[src/rtl/ipbp_pkg.sv]
// Shared types and constants of the indexed pixel bit packer.
package ipbp_pkg;

	// Direction register codes
	typedef enum logic {
		DIR_PACK   = 1'b0,
		DIR_UNPACK = 1'b1
	} dir_t;

	// Configuration register indexes
	localparam int CFG_IDX_W  = 2;
	localparam int CFG_DATA_W = 13;
	localparam logic [CFG_IDX_W-1:0] REG_DIRECTION  = 2'd0;
	localparam logic [CFG_IDX_W-1:0] REG_DEPTH_CODE = 2'd1;
	localparam logic [CFG_IDX_W-1:0] REG_LINE_WIDTH = 2'd2;

	// Depth codes; the spare code behaves as 4 bits per pixel
	localparam logic [1:0] DEPTH_1BPP  = 2'd0;
	localparam logic [1:0] DEPTH_2BPP  = 2'd1;
	localparam logic [1:0] DEPTH_4BPP  = 2'd2;
	localparam logic [1:0] DEPTH_SPARE = 2'd3;

	localparam int PIX_W                  = 8;
	localparam int DEFAULT_MAX_LINE_WIDTH = 4096;
	localparam int QUEUE_DEPTH            = 4;

	// One job from the front to the back: a packed byte to send, or a byte to unpack
	typedef struct packed {
		dir_t             kind;
		logic [PIX_W-1:0] data;
		logic [2:0]       cnt_m1;  // beats minus one
		logic             eol;     // final beat closes the line
		logic [1:0]       dc;      // resolved depth code
	} job_t;

endpackage

[src/rtl/ipbp_front.sv]
// Front end: configuration registers, line tracking, packing and job creation.
module ipbp_front #(
	parameter int MAX_LINE_WIDTH = ipbp_pkg::DEFAULT_MAX_LINE_WIDTH
) (
	input  logic                            clk,
	input  logic                            arst_n,
	input  logic                            cfg_we,
	input  logic [ipbp_pkg::CFG_IDX_W-1:0]  cfg_index,
	input  logic [ipbp_pkg::CFG_DATA_W-1:0] cfg_data,
	input  logic                            s_tvalid,
	output logic                            s_tready,
	input  logic [ipbp_pkg::PIX_W-1:0]      s_tdata,
	input  logic                            q_full,
	output logic                            q_push,
	output ipbp_pkg::job_t                  q_job
);

	localparam int PW = $clog2(MAX_LINE_WIDTH + 1);
	localparam int CW = (PW > ipbp_pkg::CFG_DATA_W) ? PW : ipbp_pkg::CFG_DATA_W;

	ipbp_pkg::dir_t                  direction_q;
	logic [1:0]                      depth_code_q;
	logic [ipbp_pkg::CFG_DATA_W-1:0] line_width_q;
	logic [7:0]                      acc_q;
	logic [2:0]                      slot_q;
	logic [PW-1:0]                   pixels_left_q;

	logic [CW-1:0] lw_ext;
	logic [PW-1:0] eff_width;
	logic [1:0]    dc_eff;
	logic [3:0]    per_byte;
	logic [2:0]    shift;
	logic [7:0]    acc_new;
	logic [3:0]    slot_new;
	logic [PW-1:0] pl_dec;
	logic          pack_emit;
	logic          pack_eol;
	logic          unpack_eol;
	logic          accept;

	// Effective line width: zero reads as one, large values saturate
	always_comb begin
		lw_ext = CW'(line_width_q);
		if (lw_ext == '0) begin
			eff_width = PW'(1);
		end else if (lw_ext > CW'(MAX_LINE_WIDTH)) begin
			eff_width = PW'(MAX_LINE_WIDTH);
		end else begin
			eff_width = PW'(lw_ext);
		end
	end

	// Depth code three behaves as four bits per pixel
	assign dc_eff   = (depth_code_q == ipbp_pkg::DEPTH_SPARE) ? ipbp_pkg::DEPTH_4BPP : depth_code_q;
	assign per_byte = 4'd8 >> dc_eff;

	// Slot position of the incoming pixel, first pixel in the top bits
	always_comb begin
		case (dc_eff)
			ipbp_pkg::DEPTH_1BPP: shift = 3'd7 - slot_q;
			ipbp_pkg::DEPTH_2BPP: shift = 3'd6 - {slot_q[1:0], 1'b0};
			default:              shift = slot_q[0] ? 3'd0 : 3'd4;
		endcase
	end

	assign acc_new    = acc_q | 8'(s_tdata << shift);
	assign slot_new   = {1'b0, slot_q} + 4'd1;
	assign pl_dec     = pixels_left_q - PW'(1);
	assign pack_eol   = (pl_dec == '0);
	assign pack_emit  = (slot_new == per_byte) || pack_eol;
	assign unpack_eol = (pixels_left_q <= PW'(per_byte));

	assign s_tready = !q_full;
	assign accept   = s_tvalid && s_tready;

	// Build the job for the queue
	always_comb begin
		q_job.kind = direction_q;
		q_job.dc   = dc_eff;
		if (direction_q == ipbp_pkg::DIR_PACK) begin
			q_job.data   = acc_new;
			q_job.cnt_m1 = 3'd0;
			q_job.eol    = pack_eol;
			q_push       = accept && pack_emit;
		end else begin
			q_job.data   = s_tdata;
			q_job.cnt_m1 = unpack_eol ? 3'(pl_dec) : 3'(per_byte - 4'd1);
			q_job.eol    = unpack_eol;
			q_push       = accept;
		end
	end

	// Hold configuration and line state; a used-index write restarts the line
	always_ff @(posedge clk or negedge arst_n) begin
		if (!arst_n) begin
			direction_q   <= ipbp_pkg::DIR_PACK;
			depth_code_q  <= ipbp_pkg::DEPTH_1BPP;
			line_width_q  <= ipbp_pkg::CFG_DATA_W'(1);
			acc_q         <= '0;
			slot_q        <= '0;
			pixels_left_q <= PW'(1);
		end else if (cfg_we) begin
			case (cfg_index)
				ipbp_pkg::REG_DIRECTION: begin
					direction_q   <= ipbp_pkg::dir_t'(cfg_data[0]);
					acc_q         <= '0;
					slot_q        <= '0;
					pixels_left_q <= eff_width;
				end
				ipbp_pkg::REG_DEPTH_CODE: begin
					depth_code_q  <= cfg_data[1:0];
					acc_q         <= '0;
					slot_q        <= '0;
					pixels_left_q <= eff_width;
				end
				ipbp_pkg::REG_LINE_WIDTH: begin
					line_width_q  <= cfg_data;
					acc_q         <= '0;
					slot_q        <= '0;
					pixels_left_q <= PW'(1);
					if (cfg_data == '0) begin
						pixels_left_q <= PW'(1);
					end else if (CW'(cfg_data) > CW'(MAX_LINE_WIDTH)) begin
						pixels_left_q <= PW'(MAX_LINE_WIDTH);
					end else begin
						pixels_left_q <= PW'(cfg_data);
					end
				end
				default: begin
				end
			endcase
		end else if (accept) begin
			if (direction_q == ipbp_pkg::DIR_PACK) begin
				if (pack_emit) begin
					acc_q         <= '0;
					slot_q        <= '0;
					pixels_left_q <= pack_eol ? eff_width : pl_dec;
				end else begin
					acc_q         <= acc_new;
					slot_q        <= slot_new[2:0];
					pixels_left_q <= pl_dec;
				end
			end else begin
				pixels_left_q <= unpack_eol ? eff_width : (pixels_left_q - PW'(per_byte));
			end
		end
	end

endmodule

[src/rtl/ipbp_queue.sv]
// Short job queue between the front and the back.
module ipbp_queue (
	input  logic           clk,
	input  logic           arst_n,
	input  logic           push,
	input  ipbp_pkg::job_t job_in,
	output logic           full,
	input  logic           pop,
	output logic           head_valid,
	output ipbp_pkg::job_t head
);

	localparam int AW = $clog2(ipbp_pkg::QUEUE_DEPTH);

	ipbp_pkg::job_t mem_q [ipbp_pkg::QUEUE_DEPTH];
	logic [AW-1:0]  wr_ptr_q;
	logic [AW-1:0]  rd_ptr_q;
	logic [AW:0]    count_q;

	assign full       = (count_q == (AW + 1)'(ipbp_pkg::QUEUE_DEPTH));
	assign head_valid = (count_q != '0);
	assign head       = mem_q[rd_ptr_q];

	// Store entries
	always_ff @(posedge clk) begin
		if (push) begin
			mem_q[wr_ptr_q] <= job_in;
		end
	end

	// Advance pointers and fill count
	always_ff @(posedge clk or negedge arst_n) begin
		if (!arst_n) begin
			wr_ptr_q <= '0;
			rd_ptr_q <= '0;
			count_q  <= '0;
		end else begin
			if (push) begin
				wr_ptr_q <= wr_ptr_q + AW'(1);
			end
			if (pop) begin
				rd_ptr_q <= rd_ptr_q + AW'(1);
			end
			if (push && !pop) begin
				count_q <= count_q + (AW + 1)'(1);
			end else if (pop && !push) begin
				count_q <= count_q - (AW + 1)'(1);
			end
		end
	end

endmodule

[src/rtl/ipbp_back.sv]
// Back end: expands jobs into the output register, one beat per cycle unless stalled.
module ipbp_back (
	input  logic                       clk,
	input  logic                       arst_n,
	input  logic                       head_valid,
	input  ipbp_pkg::job_t             head,
	output logic                       pop,
	output logic                       m_tvalid,
	input  logic                       m_tready,
	output logic [ipbp_pkg::PIX_W-1:0] m_tdata,
	output logic                       m_tlast,
	output logic                       m_tuser
);

	logic [2:0]                 k_q;
	logic                       out_valid_q;
	logic [ipbp_pkg::PIX_W-1:0] out_data_q;
	logic                       out_eol_q;
	logic                       out_last_q;

	logic                       fire;
	logic                       last_beat;
	logic [2:0]                 sh;
	logic [7:0]                 shifted;
	logic [ipbp_pkg::PIX_W-1:0] pixel;
	logic [ipbp_pkg::PIX_W-1:0] beat_data;

	assign fire      = head_valid && (!out_valid_q || m_tready);
	assign last_beat = (k_q == head.cnt_m1);
	assign pop       = fire && last_beat;

	// Pick the field of pixel k, first pixel in the top bits
	assign sh      = 3'(k_q << head.dc);
	assign shifted = head.data << sh;
	always_comb begin
		case (head.dc)
			ipbp_pkg::DEPTH_1BPP: pixel = {7'd0, shifted[7]};
			ipbp_pkg::DEPTH_2BPP: pixel = {6'd0, shifted[7:6]};
			default:              pixel = {4'd0, shifted[7:4]};
		endcase
	end

	assign beat_data = (head.kind == ipbp_pkg::DIR_PACK) ? head.data : pixel;

	// Advance the beat counter within a job and the output valid flag
	always_ff @(posedge clk or negedge arst_n) begin
		if (!arst_n) begin
			k_q         <= '0;
			out_valid_q <= 1'b0;
		end else begin
			if (fire) begin
				k_q <= last_beat ? 3'd0 : (k_q + 3'd1);
			end
			if (fire) begin
				out_valid_q <= 1'b1;
			end else if (m_tready) begin
				out_valid_q <= 1'b0;
			end
		end
	end

	// Load the output register
	always_ff @(posedge clk) begin
		if (fire) begin
			out_data_q <= beat_data;
			out_last_q <= last_beat;
			out_eol_q  <= last_beat && head.eol;
		end
	end

	assign m_tvalid = out_valid_q;
	assign m_tdata  = out_data_q;
	assign m_tlast  = out_eol_q;
	assign m_tuser  = out_last_q;

endmodule

[src/rtl/indexed_pixel_bit_packer.sv]
// Top level of the indexed pixel bit packer.
// Converts a line of palette indices between one byte per pixel and packed
// 1, 2 or 4 bits per pixel, first pixel in the most significant bits. In pack
// mode one index is taken every cycle while the job queue is not full, and a
// packed byte leaves when it is full or the line ends (unused low bits zero).
// In unpack mode each byte yields up to 8, 4 or 2 pixels, stopping at the line
// end; the back end sends one pixel per cycle while the output is not stalled.
// The front end accepts and classifies beats into a four-entry job queue,
// which lets input keep flowing while the output side stalls. m_tlast marks
// the beat that closes a line, m_tuser the final beat caused by an input beat.
// A direction, depth or width write restarts the line; write only while idle.
module indexed_pixel_bit_packer #(
	parameter int MAX_LINE_WIDTH = ipbp_pkg::DEFAULT_MAX_LINE_WIDTH
) (
	input  logic                            clk,
	input  logic                            arst_n,
	input  logic                            cfg_we,
	input  logic [ipbp_pkg::CFG_IDX_W-1:0]  cfg_index,
	input  logic [ipbp_pkg::CFG_DATA_W-1:0] cfg_data,
	input  logic                            s_tvalid,
	output logic                            s_tready,
	input  logic [7:0]                      s_tdata,   // [7:0] data_in
	output logic                            m_tvalid,
	input  logic                            m_tready,
	output logic [7:0]                      m_tdata,   // [7:0] data_out
	output logic                            m_tlast,   // end_of_line
	output logic                            m_tuser    // [0] last_of_run
);

	logic           q_full;
	logic           q_push;
	ipbp_pkg::job_t q_job;
	logic           q_pop;
	logic           q_head_valid;
	ipbp_pkg::job_t q_head;

	ipbp_front #(
		.MAX_LINE_WIDTH(MAX_LINE_WIDTH)
	) u_front (
		.clk      (clk),
		.arst_n   (arst_n),
		.cfg_we   (cfg_we),
		.cfg_index(cfg_index),
		.cfg_data (cfg_data),
		.s_tvalid (s_tvalid),
		.s_tready (s_tready),
		.s_tdata  (s_tdata),
		.q_full   (q_full),
		.q_push   (q_push),
		.q_job    (q_job)
	);

	ipbp_queue u_queue (
		.clk       (clk),
		.arst_n    (arst_n),
		.push      (q_push),
		.job_in    (q_job),
		.full      (q_full),
		.pop       (q_pop),
		.head_valid(q_head_valid),
		.head      (q_head)
	);

	ipbp_back u_back (
		.clk       (clk),
		.arst_n    (arst_n),
		.head_valid(q_head_valid),
		.head      (q_head),
		.pop       (q_pop),
		.m_tvalid  (m_tvalid),
		.m_tready  (m_tready),
		.m_tdata   (m_tdata),
		.m_tlast   (m_tlast),
		.m_tuser   (m_tuser)
	);

endmodule

[config.mk]
export PLATFORM = sky130hd
export DESIGN_NAME = indexed_pixel_bit_packer
export DESIGN_NICKNAME = d
export VERILOG_FILES = /design/src/rtl/ipbp_pkg.sv /design/src/rtl/ipbp_front.sv /design/src/rtl/ipbp_queue.sv /design/src/rtl/ipbp_back.sv /design/src/rtl/indexed_pixel_bit_packer.sv
export SDC_FILE = /design/constraint.sdc
export NUM_CORES = 1
export LEC_CHECK = 0
export ABC_AREA = 1
export ABC_CLOCK_PERIOD_IN_PS = 3400
export BUFFER_PORTS_ARGS = -buffer_cell sky130_fd_sc_hd__buf_2
export CAP_MARGIN = 20
export CORE_UTILIZATION = 55
export DETAILED_ROUTE_END_ITERATION = 8
export PLACE_DENSITY_LB_ADDON = 0.3
export SYNTH_ARGS = -nofsm -noshare
export SYNTH_HDL_FRONTEND = slang
export SYNTH_SLANG_ARGS = --single-unit
[constraint.sdc]
create_clock -name clk -period 3.4 [get_ports clk]
set_clock_uncertainty 0.05 [all_clocks]
set_input_delay 0.34 -clock clk [delete_from_list [all_inputs] [get_ports clk]]
set_output_delay 0.34 -clock clk [all_outputs]
set_load 0.03 [all_outputs]
# Word level (Yosys, flattened, before mapping)
# Memory sizes are Yosys's and may differ from the RTL's.
# Index checks and enable logic that the tools add are counted.
dict set report totals {
  elab_cells 111
  regBits 61
  input_bits 28
  memories 1
  ram_bits 60
  out_inout_bits 12
}
# name depth width read_ports rd_ports_with_merged_regs write_ports line
set memory_table {}
lappend memory_table {u_queue.mem_q 4 15 1 0 1 ipbp_queue.sv:15} ;# ipbp_pkg::job_t mem_q [ipbp_pkg::QUEUE_DEPTH];
dict set report classes {
  add_sub_neg 11
  reduce_logical 30
  n_eq_ne 11
  n_mux 36
  shifts 4
  bitwise 1
  magnitude_cmp 3
}
# cell n
set op_table {}
lappend op_table {{two-way mux 13 bit} 10}
lappend op_table {{two-way mux 8 bit} 6}
lappend op_table {{zero test 13 bit} 3}
lappend op_table {{two-way mux 3 bit} 10}
lappend op_table {{> comparator 13 bit (second input constant)} 2}
lappend op_table {{one-hot mux 13 bit (2 select lines)} 1}
lappend op_table {{<< shifter 8 x 3 -> 8 bit} 2}
lappend op_table {{less-or-equal comparator 13 x 4 -> 1 bit} 1}
lappend op_table {{subtractor 13 x 1 -> 13 bit (second input constant)} 1}
lappend op_table {{subtractor 13 x 4 -> 13 bit} 1}
lappend op_table {{two-way mux 12 bit} 1}
lappend op_table {{OR 8 bit} 1}
lappend op_table {{one-hot mux 4 bit (2 select lines)} 1}
lappend op_table {{AND reduction 2 bit} 4}
lappend op_table {{logical AND 1 bit} 7}
lappend op_table {{adder 3 x 1 -> 3 bit (second input constant)} 2}
lappend op_table {{== test 2 x 1 -> 1 bit (second input constant)} 3}
lappend op_table {{zero test 2 bit} 3}
lappend op_table {{one-hot mux 3 bit (2 select lines)} 1}
lappend op_table {{nonzero test 2 bit} 3}
lappend op_table {{subtractor 3 x 1 -> 3 bit (second input constant)} 2}
lappend op_table {{subtractor 3 bit (first input constant)} 2}
lappend op_table {{two-way mux 1 bit} 5}
lappend op_table {{adder 2 x 1 -> 2 bit (second input constant)} 2}
lappend op_table {{other kinds (16)} 22}

# Depth between registers and ports, before layout
# Gate-level depths: netlist (run 1).
dict set report depth {
  ltp_word 11
  mapped_depth 19
  mapped_depth_nobuf 19
}

# Modules after synthesis
# Synthesis (run 1) repeated with hierarchy kept, for this count alone.
dict set report unflattened {
  hier_cells 893
  hier_area_um2 7312.0
}
# mod area_per_inst_um2 seq_area_each_um2 cells_per_inst instances
set modules_own_cells {}
lappend modules_own_cells {ipbp_front 3460.8 1003.5 538 1}
lappend modules_own_cells {ipbp_queue 2860.2 1976.9 224 1}
lappend modules_own_cells {ipbp_back 991.0 400.4 131 1}

# Worst setup path before layout (run 1)
# No wires, ideal clock.
dict set report synth_path {
  kind {register to register}
  from {reg u_front.pixels_left_q[0]}
  to {reg u_queue.count_q[2]}
  stages_incl_launch_ff 20
  required_time_ns 3.219
  arrival_ns 2.765
  path_buffers 0
  setup_slack_ns 0.454
  setup_ns 0.131
  period_less_slack_ns 2.946
  cell_sequence {dfstp_2 > inv_1 > ha_1 > inv_1 > nor2_1 > nor2_1 > inv_1 > nor2_1 > nand3_2 > nor2_4 > nand3_4 > nand2_4 > o21ai_4 > inv_2 > ha_1 > inv_1 > fa_1 > a21oi_1 > o21ai_0 > xor2_1}
}
dict set report synth_between {
  elab_chain_len 8
  elab_cells_between_ends 10
  classes_between {add/sub: 1; mux: 2; reduce/logical: 7}
}
# item line
set synth_lines {}
lappend synth_lines {{start, declared} ipbp_front.sv:26} ;# logic [PW-1:0] pixels_left_q;
lappend synth_lines {{start signal, assigned} ipbp_front.sv:108} ;# pixels_left_q <= eff_width;
lappend synth_lines {{start signal, assigned} ipbp_front.sv:114} ;# pixels_left_q <= eff_width;
lappend synth_lines {{start signal, assigned} ipbp_front.sv:124} ;# pixels_left_q <= PW'(MAX_LINE_WIDTH);
lappend synth_lines {{subtractor 13 x 1 -> 13 bit *} ipbp_front.sv:68} ;# assign pl_dec = pixels_left_q - PW'(1);
lappend synth_lines {{zero test 13 bit *} ipbp_front.sv:69} ;# assign pack_eol = (pl_dec == '0);
lappend synth_lines {{logical OR 1 bit *} ipbp_front.sv:70} ;# assign pack_emit = (slot_new == per_byte) || pack_eol;
lappend synth_lines {{logical AND 1 bit *} ipbp_front.sv:84} ;# q_push = accept && pack_emit;
lappend synth_lines {{two-way mux 1 bit *} ipbp_front.sv:80} ;# if (direction_q == ipbp_pkg::DIR_PACK) begin
lappend synth_lines {{via q_push} indexed_pixel_bit_packer.sv:31} ;# logic q_push;
lappend synth_lines {{zero test 1 bit} ipbp_queue.sv:46} ;# end else if (pop && !push) begin
lappend synth_lines {{logical AND 1 bit} ipbp_queue.sv:46}
lappend synth_lines {{nonzero test 2 bit (no source line)} -}
lappend synth_lines {{end signal, assigned} ipbp_queue.sv:45} ;# count_q <= count_q + (AW + 1)'(1);
lappend synth_lines {{end signal, assigned} ipbp_queue.sv:47} ;# count_q <= count_q - (AW + 1)'(1);
lappend synth_lines {{end, declared} ipbp_queue.sv:18} ;# logic [AW:0] count_q;
# The timed path passes the listed nets; every way through them passes the cells marked *.
# A chain may end at the register's enable or synchronous reset.

# Worst setup path after layout (run 1)
# Ends and elaborated chain as after synthesis.

==> reports/summary.txt, run 1 <==
Worst setup path end: u_queue.count_q[2]
Crit-path max FO: 6
Worst VDD drop: 0.000352 V
Net switching power: 0.00300 W
Buf/Inv on CP: 5
DRT antenna net count: 0
CP startpoint kind: flop
Fillers: 1011
Worst-Skew Late Latency: 0.42 ns
Routed wire per std cell: 14.9 µm
# port buffers: 39
Post-Syn Nets: 887
Initial Util: 0.575
DR pass1 iterations: 5
Number of global-route vias before repair: 5478
RSZ-0062 raised after global routing: no
CTS Buffer Depth: 2
1st-iter DRT viols: 671
Critical Path Sink Type: flop
Final net count: 938
Synthesis-to-layout area growth: 13.2%
Gate power share: 0.439
Synth Flop Type: edfxtp_1
Clk slew on worst S/H paths: 0.06 ns
Top delay family on crit path: simple AND/OR/NAND/NOR gates
Final HPWL DP: 11.3 mm
Crit path time final: 3.16 ns
Synth cell types: 53
Setup-failing EPs final: 0
Grt ovf: 0
GRT Total Usage: 0.262
Data required time of the critical path: 3.65 ns
Largest stage delay on the critical path: 0.57 ns
TritonCTS clock tree: done
Hold Slack: 0.0606 ns
Cell Chain, Critical Path: inv_2 -> ha_2 -> inv_1 -> nor2_1 -> nor2_1 -> inv_1 -> nor2_1 -> nand3_2 -> nor2_4 -> nand3_4 -> nand2_4 -> o21ai_4 -> inv_2 -> ha_1 -> inv_1 -> fa_1 -> a21oi_1 -> o21ai_0 -> xor2_1
Mapped Cells: 844
Row count: 40
Die X: 115 µm
Status: finished clean
Most frequent cells in the layout: nand2_1, inv_1, nor2_1, nand3_1, edfxtp_1
CP max-delay cell: dfstp_2
FMAX: 317 MHz
Post-synth EDFFs: 70
CTS Sinks: 121
Net Sw Frac: 0.428
Synth top area cells: edfxtp_1, dfrtp_1, nand2_1
Drt via density: 5.39
Number of antenna violations at the first check in global routing: 0
ANT cells: 0
Arr. time, crit path: 3.40 ns
Async SR Flop Fraction: 0.421
Synthesized cell area: 0.00705 mm²
Num CTS Buffers: 17
Reg-to-Reg Start: u_front.pixels_left_q[0]
Largest net degree at the start of global routing: 33
Setup Crit Path Kind: flop to flop
Power per cell area: 880 mW/mm²
Max cap viols: 0
Routed vias: 5802
Ys Warns: 0
Core area: 0.0123 mm²
Pins Over Slew Limit: 0
DR DRC count: 0
Clock share of power: 0.237
Pleak: 3.59 nW
# IOs: 40
Die extent in y: 115 µm
Post-Syn Area per Cell: 8.35 µm²
Placed standard-cell area: 0.00742 mm²
Internal power: 0.00402 W
Slew headroom: 0.439
Sequential fraction of the synthesis area: 0.480
R2r worst-path depth: 19
Final setup TNS: 0 ns
Worst setup path startpoint: u_front.pixels_left_q[0]
First-pass GRT wire length: 26.2 mm
WP depth: 19
Worst-Margin Slew: 0.841 ns
Htree depth: 4
Post-synth top area share: 0.298
Post-Route WL: 16.0 mm
Root Driver: clkbuf_16
Path type of the worst min-delay path: input pin to flop
Flop and latch count out of synthesis: 121
Leading area contributor after synthesis: edfxtp_1
Post-route design area: 0.00798 mm²
Share of layout cells above drive strength 1: 0.163
Final Hold Viols: 0
Reg-to-Reg End: u_queue.count_q[2]
GPL Wtd Cong: 0.924
R2R Setup Slk: 0.24 ns
Most common cell after layout, fill and taps aside: nand2_1
Flop pwr share: 0.324
Final worst path period share: 0.929
Die area: 0.0133 mm²
-- worst reg2reg max path, stage by stage (launching register included) --
cell     delay (ns)
dfstp_2        0.57
inv_2          0.07
ha_2           0.21
inv_1          0.05
nor2_1         0.06
nor2_1         0.13
inv_1          0.06
nor2_1         0.11
nand3_2        0.12
nor2_4         0.15
nand3_4        0.14
nand2_4        0.14
o21ai_4        0.09
inv_2          0.10
ha_1           0.14
inv_1          0.06
fa_1           0.38
a21oi_1        0.15
o21ai_0        0.12
xor2_1         0.15
-- registers in the layout (all words and copies together) (netlist names), 2 cells and up --
| signal | count |
|---|---|
| u_queue.rd_ptr_q | 2 |
| u_back.m_tdata | 8 |
| u_front.acc_q | 8 |
| u_queue.count_q | 3 |
| u_front.slot_q | 3 |
| u_front.line_width_q | 13 |
| u_queue.mem_q | 60 |
| u_back.k_q | 3 |
| u_queue.wr_ptr_q | 2 |
| u_front.depth_code_q | 2 |
| u_front.pixels_left_q | 13 |
-- Yosys cell counts (2+ instances only) --
master    instances
nor4_1            4
fa_1              2
xor2_1           20
nor2_1           78
buf_1             2
edfxtp_1         70
o21ai_1           7
nand2_1         204
nor2_2           14
nand2_2           9
buf_2             4
nand3_2           5
o22ai_1          11
a21oi_1          40
o21ai_2           2
nor3_1            6
buf_4             5
o211ai_1          2
dfstp_2           2
nand2_4           5
o21ai_0          62
buf_6             4
dfrtp_1          49
xnor2_1           3
nand3_1          76
ha_1             13
nand4_1           5
inv_2             9
inv_1            89
a22oi_1           4
nor2_4            8
clkbuf_1          9
-- how the worst min path moves through the flow --
stage             start  cells after the start  slack [ns]         endpoint
2_1_floorplan    arst_n                      0      -0.006    u_back.k_q[0]
3_3_place_gp     arst_n                      1        0.39  u_back.m_tvalid
3_5_place_dp     arst_n                      1        0.40  u_back.m_tvalid
4_1_cts        m_tready                      2        0.05  u_back.m_tvalid
5_1_grt        m_tready                      2        0.06  u_back.m_tvalid
6_report       m_tready                      2        0.06  u_back.m_tvalid
-- timing repair --
action,4_1_cts,5_1_grt
hold buffers,1,0
buffers inserted,0,1
endpoints found under the setup margin,0,1
hold endpoints to repair,30,0
resized for setup,0,2
-- stage by stage --
| stage | setup WS, ns | utilization | instances | total power, W |
|---|---|---|---|---|
| floorplan | 0.454 | - | 844 | 0.00463 |
| global placement | 0.257 | 0.605 | 1042 | 0.00528 |
| detailed placement | 0.203 | 0.605 | 1042 | 0.00531 |
| CTS | 0.145 | 0.650 | 1075 | 0.00700 |
| global route | 0.0245 | 0.651 | 1076 | 0.00754 |
| finish | 0.242 | 0.651 | 1076 | 0.00702 |
-- cells by family (layout without fill, tap and decap cells) --
kind of cell / count (synthesis) / count (layout) / synth area share
simple gates: 421 / 421 / 0.275
compound gates: 139 / 139 / 0.112
buf+inv: 123 / 187 / 0.0735
flops: 121 / 121 / 0.480
xor+xnor: 24 / 24 / 0.0309
fa+ha+maj: 15 / 15 / 0.0288
other cells: 1 / 1 / 0.000532
-- layout make-up --
class / instances / area [µm²] / area share
tap: 168 / 210 / 0.0263
clock inverter: 12 / 101 / 0.0127
clock buffer: 20 / 437 / 0.0547
inverter: 99 / 374 / 0.0469
sequential: 121 / 3380 / 0.424
multi-input combinational: 600 / 3150 / 0.395
timing repair buffer: 56 / 325 / 0.0408
-- power groups by stage --
| stage | logic (W) | registers, W | clock network (W) |
|---|---|---|---|
| final | 0.00308 | 0.00228 | 0.00166 |
| after global routing | 0.00346 | 0.00233 | 0.00175 |
| after CTS | 0.00305 | 0.00227 | 0.00168 |
| after detailed placement | 0.00301 | 0.00230 | 0 |
| after global placement | 0.00299 | 0.00229 | 0 |
| after floorplan | 0.00228 | 0.00235 | 0 |
-- per-layer routing --
layer  global-route usage  share of wire  vias up
met5                    0              0        -
met4                0.107          0.024        0
met3               0.0659          0.053       31
met2                0.442           0.48      193
met1                0.322           0.45     2687
li1                     -              -     2891
Note: power is estimated with default switching activity, not from simulation.
==> run 2, diff against run 1 <==
==> constraint.sdc (replaced) <==
create_clock -name clk -period 3.4 [get_ports clk]
set_clock_uncertainty 0.05 [all_clocks]
set_input_delay 0.68 -clock clk [delete_from_list [all_inputs] [get_ports clk]]
set_output_delay 0.68 -clock clk [all_outputs]
set_load 0.03 [all_outputs]
==> reports/summary.txt, run 2 (same netlist as run 1, synthesis figures left out) <==
Status: finished clean
Worst VDD drop: 0.000401 V (+14%)
Routed vias: 5793 (-0.16%)
Synthesis-to-layout area growth: 14.4%
Htree depth: 4 (unchanged)
Largest Register: u_queue.mem_q
Worst-Skew Late Latency: 0.42 ns (about the same)
DR DRC count: 0 (unchanged)
Arr. time, crit path: 3.40 ns (about the same)
RSZ-0062 raised after global routing: no
Share of layout cells above drive strength 1: 0.166 (+0.00294)
Grt ovf: 0 (unchanged)
First-pass GRT wire length: 26.2 mm (-0.13%)
DR pass1 iterations: 6 (+1)
Hold Slack: 0.223 ns (+0.163 ns)
Slew headroom: 0.426 (-0.0131)
Largest register FFs: 60 (unchanged)
1st-iter DRT viols: 532 (-21%)
Worst-Margin Slew: 0.862 ns (+0.0205 ns)
CTS Sinks: 121 (unchanged)
Final setup TNS: 0 ns (unchanged)
Initial Util: 0.575 (unchanged)
CP startpoint kind: flop
Critical Path Sink Type: flop
# port buffers: 39 (unchanged)
Crit path time final: 3.15 ns (-0.00416 ns)
GRT Total Usage: 0.263 (+0.000762)
ANT cells: 0 (unchanged)
Die X: 115 µm (unchanged)
Number of global-route vias before repair: 5386 (-1.7%)
Root Driver: clkbuf_16
Post-Route WL: 16.1 mm (+0.39%)
Die area: 0.0133 mm² (unchanged)
Most frequent cells in the layout: nand2_1, inv_1, nor2_1, nand3_1, edfxtp_1
Setup Crit Path Kind: flop to flop
Power per cell area: 889 mW/mm² (+1.1%)
Largest net degree at the start of global routing: 43 (+30%)
FMAX: 317 MHz (+0.13%)
Number of antenna violations at the first check in global routing: 0 (unchanged)
Final Hold Viols: 0 (unchanged)
Setup-failing EPs final: 0 (unchanged)
Data required time of the critical path: 3.65 ns (about the same)
Clk slew on worst S/H paths: 0.06 ns (about the same)
Final net count: 940 (+0.21%)
Drt via density: 5.37 (-0.34%)
DRT antenna net count: 0 (unchanged)
Die extent in y: 115 µm (unchanged)
Row count: 40 (unchanged)
Routed wire per std cell: 14.9 µm (+0.21%)
Path type of the worst min-delay path: input pin to async pin
Fillers: 1027 (+1.6%)
CTS Buffer Depth: 2 (unchanged)
Pins Over Slew Limit: 0 (unchanged)
Crit-path max FO: 6 (unchanged)
GPL Wtd Cong: 0.984 (+6.5%)
TritonCTS clock tree: done
Most common cell after layout, fill and taps aside: nand2_1
# IOs: 40 (unchanged)
Final HPWL DP: 11.8 mm (+4.3%)
Core area: 0.0123 mm² (unchanged)
Max cap viols: 0 (unchanged)
Top flop regs: u_queue.mem_q x60, u_front.line_width_q x13, u_front.pixels_left_q x13
Final worst path period share: 0.928 (-0.00122)
Num CTS Buffers: 17 (unchanged)
Pleak: 3.63 nW (+1.2%)
## run 2: critical path, cell delays in order, from the launching register on
cell and delay [ns]:
dfstp_2 0.56, inv_2 0.07, ha_2 0.21, inv_1 0.05, nor2_1 0.05, nor2_1 0.14
inv_1 0.07, nor2_1 0.11, nand3_2 0.12, nor2_4 0.14, nand3_4 0.13, nand2_4 0.13
o21ai_4 0.09, inv_2 0.10, ha_1 0.14, inv_1 0.07, fa_1 0.39, a21oi_1 0.16
o21ai_1 0.10, xor2_1 0.15
## run 2: worst paths after layout
kind                       depth (start not counted)                     start                  endpoint  slack (ns)
max                                               19  u_front.pixels_left_q[0]        u_queue.count_q[2]        0.25
min                                                1                    arst_n       u_queue.wr_ptr_q[0]        0.22
max reg2reg                                       19  u_front.pixels_left_q[0]        u_queue.count_q[2]        0.25
min reg2reg                                        2          u_front.acc_q[6]          u_front.acc_q[6]        0.45
max in group asynchronous                          2                    arst_n  u_front.pixels_left_q[0]        2.47
min in group clk                                   2                  m_tready           u_back.m_tvalid        0.41
## run 2: where the power goes
part           total (W)  switching (W)  internal, W
clock            0.00178       0.000642      0.00114
combinational    0.00311        0.00209      0.00103
sequential       0.00227       0.000268      0.00200
## run 2: repair_timing
item / in CTS / in global routing
hold buffers: 0 / 0
setup endpoints to repair: 0 / 1
setup buffers: 0 / 1
resized for setup: 0 / 3
## run 2: area by class of cell
type,count,area [µm²],share of cell area
clock buffer,18,429,0.0532
clock inverter,14,156,0.0194
inverter,99,374,0.0464
multi-input combinational,600,3150,0.391
sequential,121,3380,0.419
tap,168,210,0.0261
timing repair buffer,58,358,0.0444
## run 2: per-layer routing
layer,vias up,track usage,wire length [µm]
met4,0,0.0727,192
met2,194,0.447,7980
met5,-,0,0
li1,2908,-,-
met1,2665,0.333,7010
met3,26,0.0659,874
## run 2: stage by stage
step	cells	instance area [µm²]	power (W)	utilization	setup WS [ns]
after floorplan	844	7050	0.00463	-	0.454
after global placement	1044	7440	0.00530	0.607	0.275
after detailed placement	1044	7440	0.00534	0.607	0.122
after CTS	1076	8020	0.00715	0.654	0.137
after global routing	1078	8060	0.00768	0.657	0.000278
final	1078	8060	0.00717	0.657	0.246
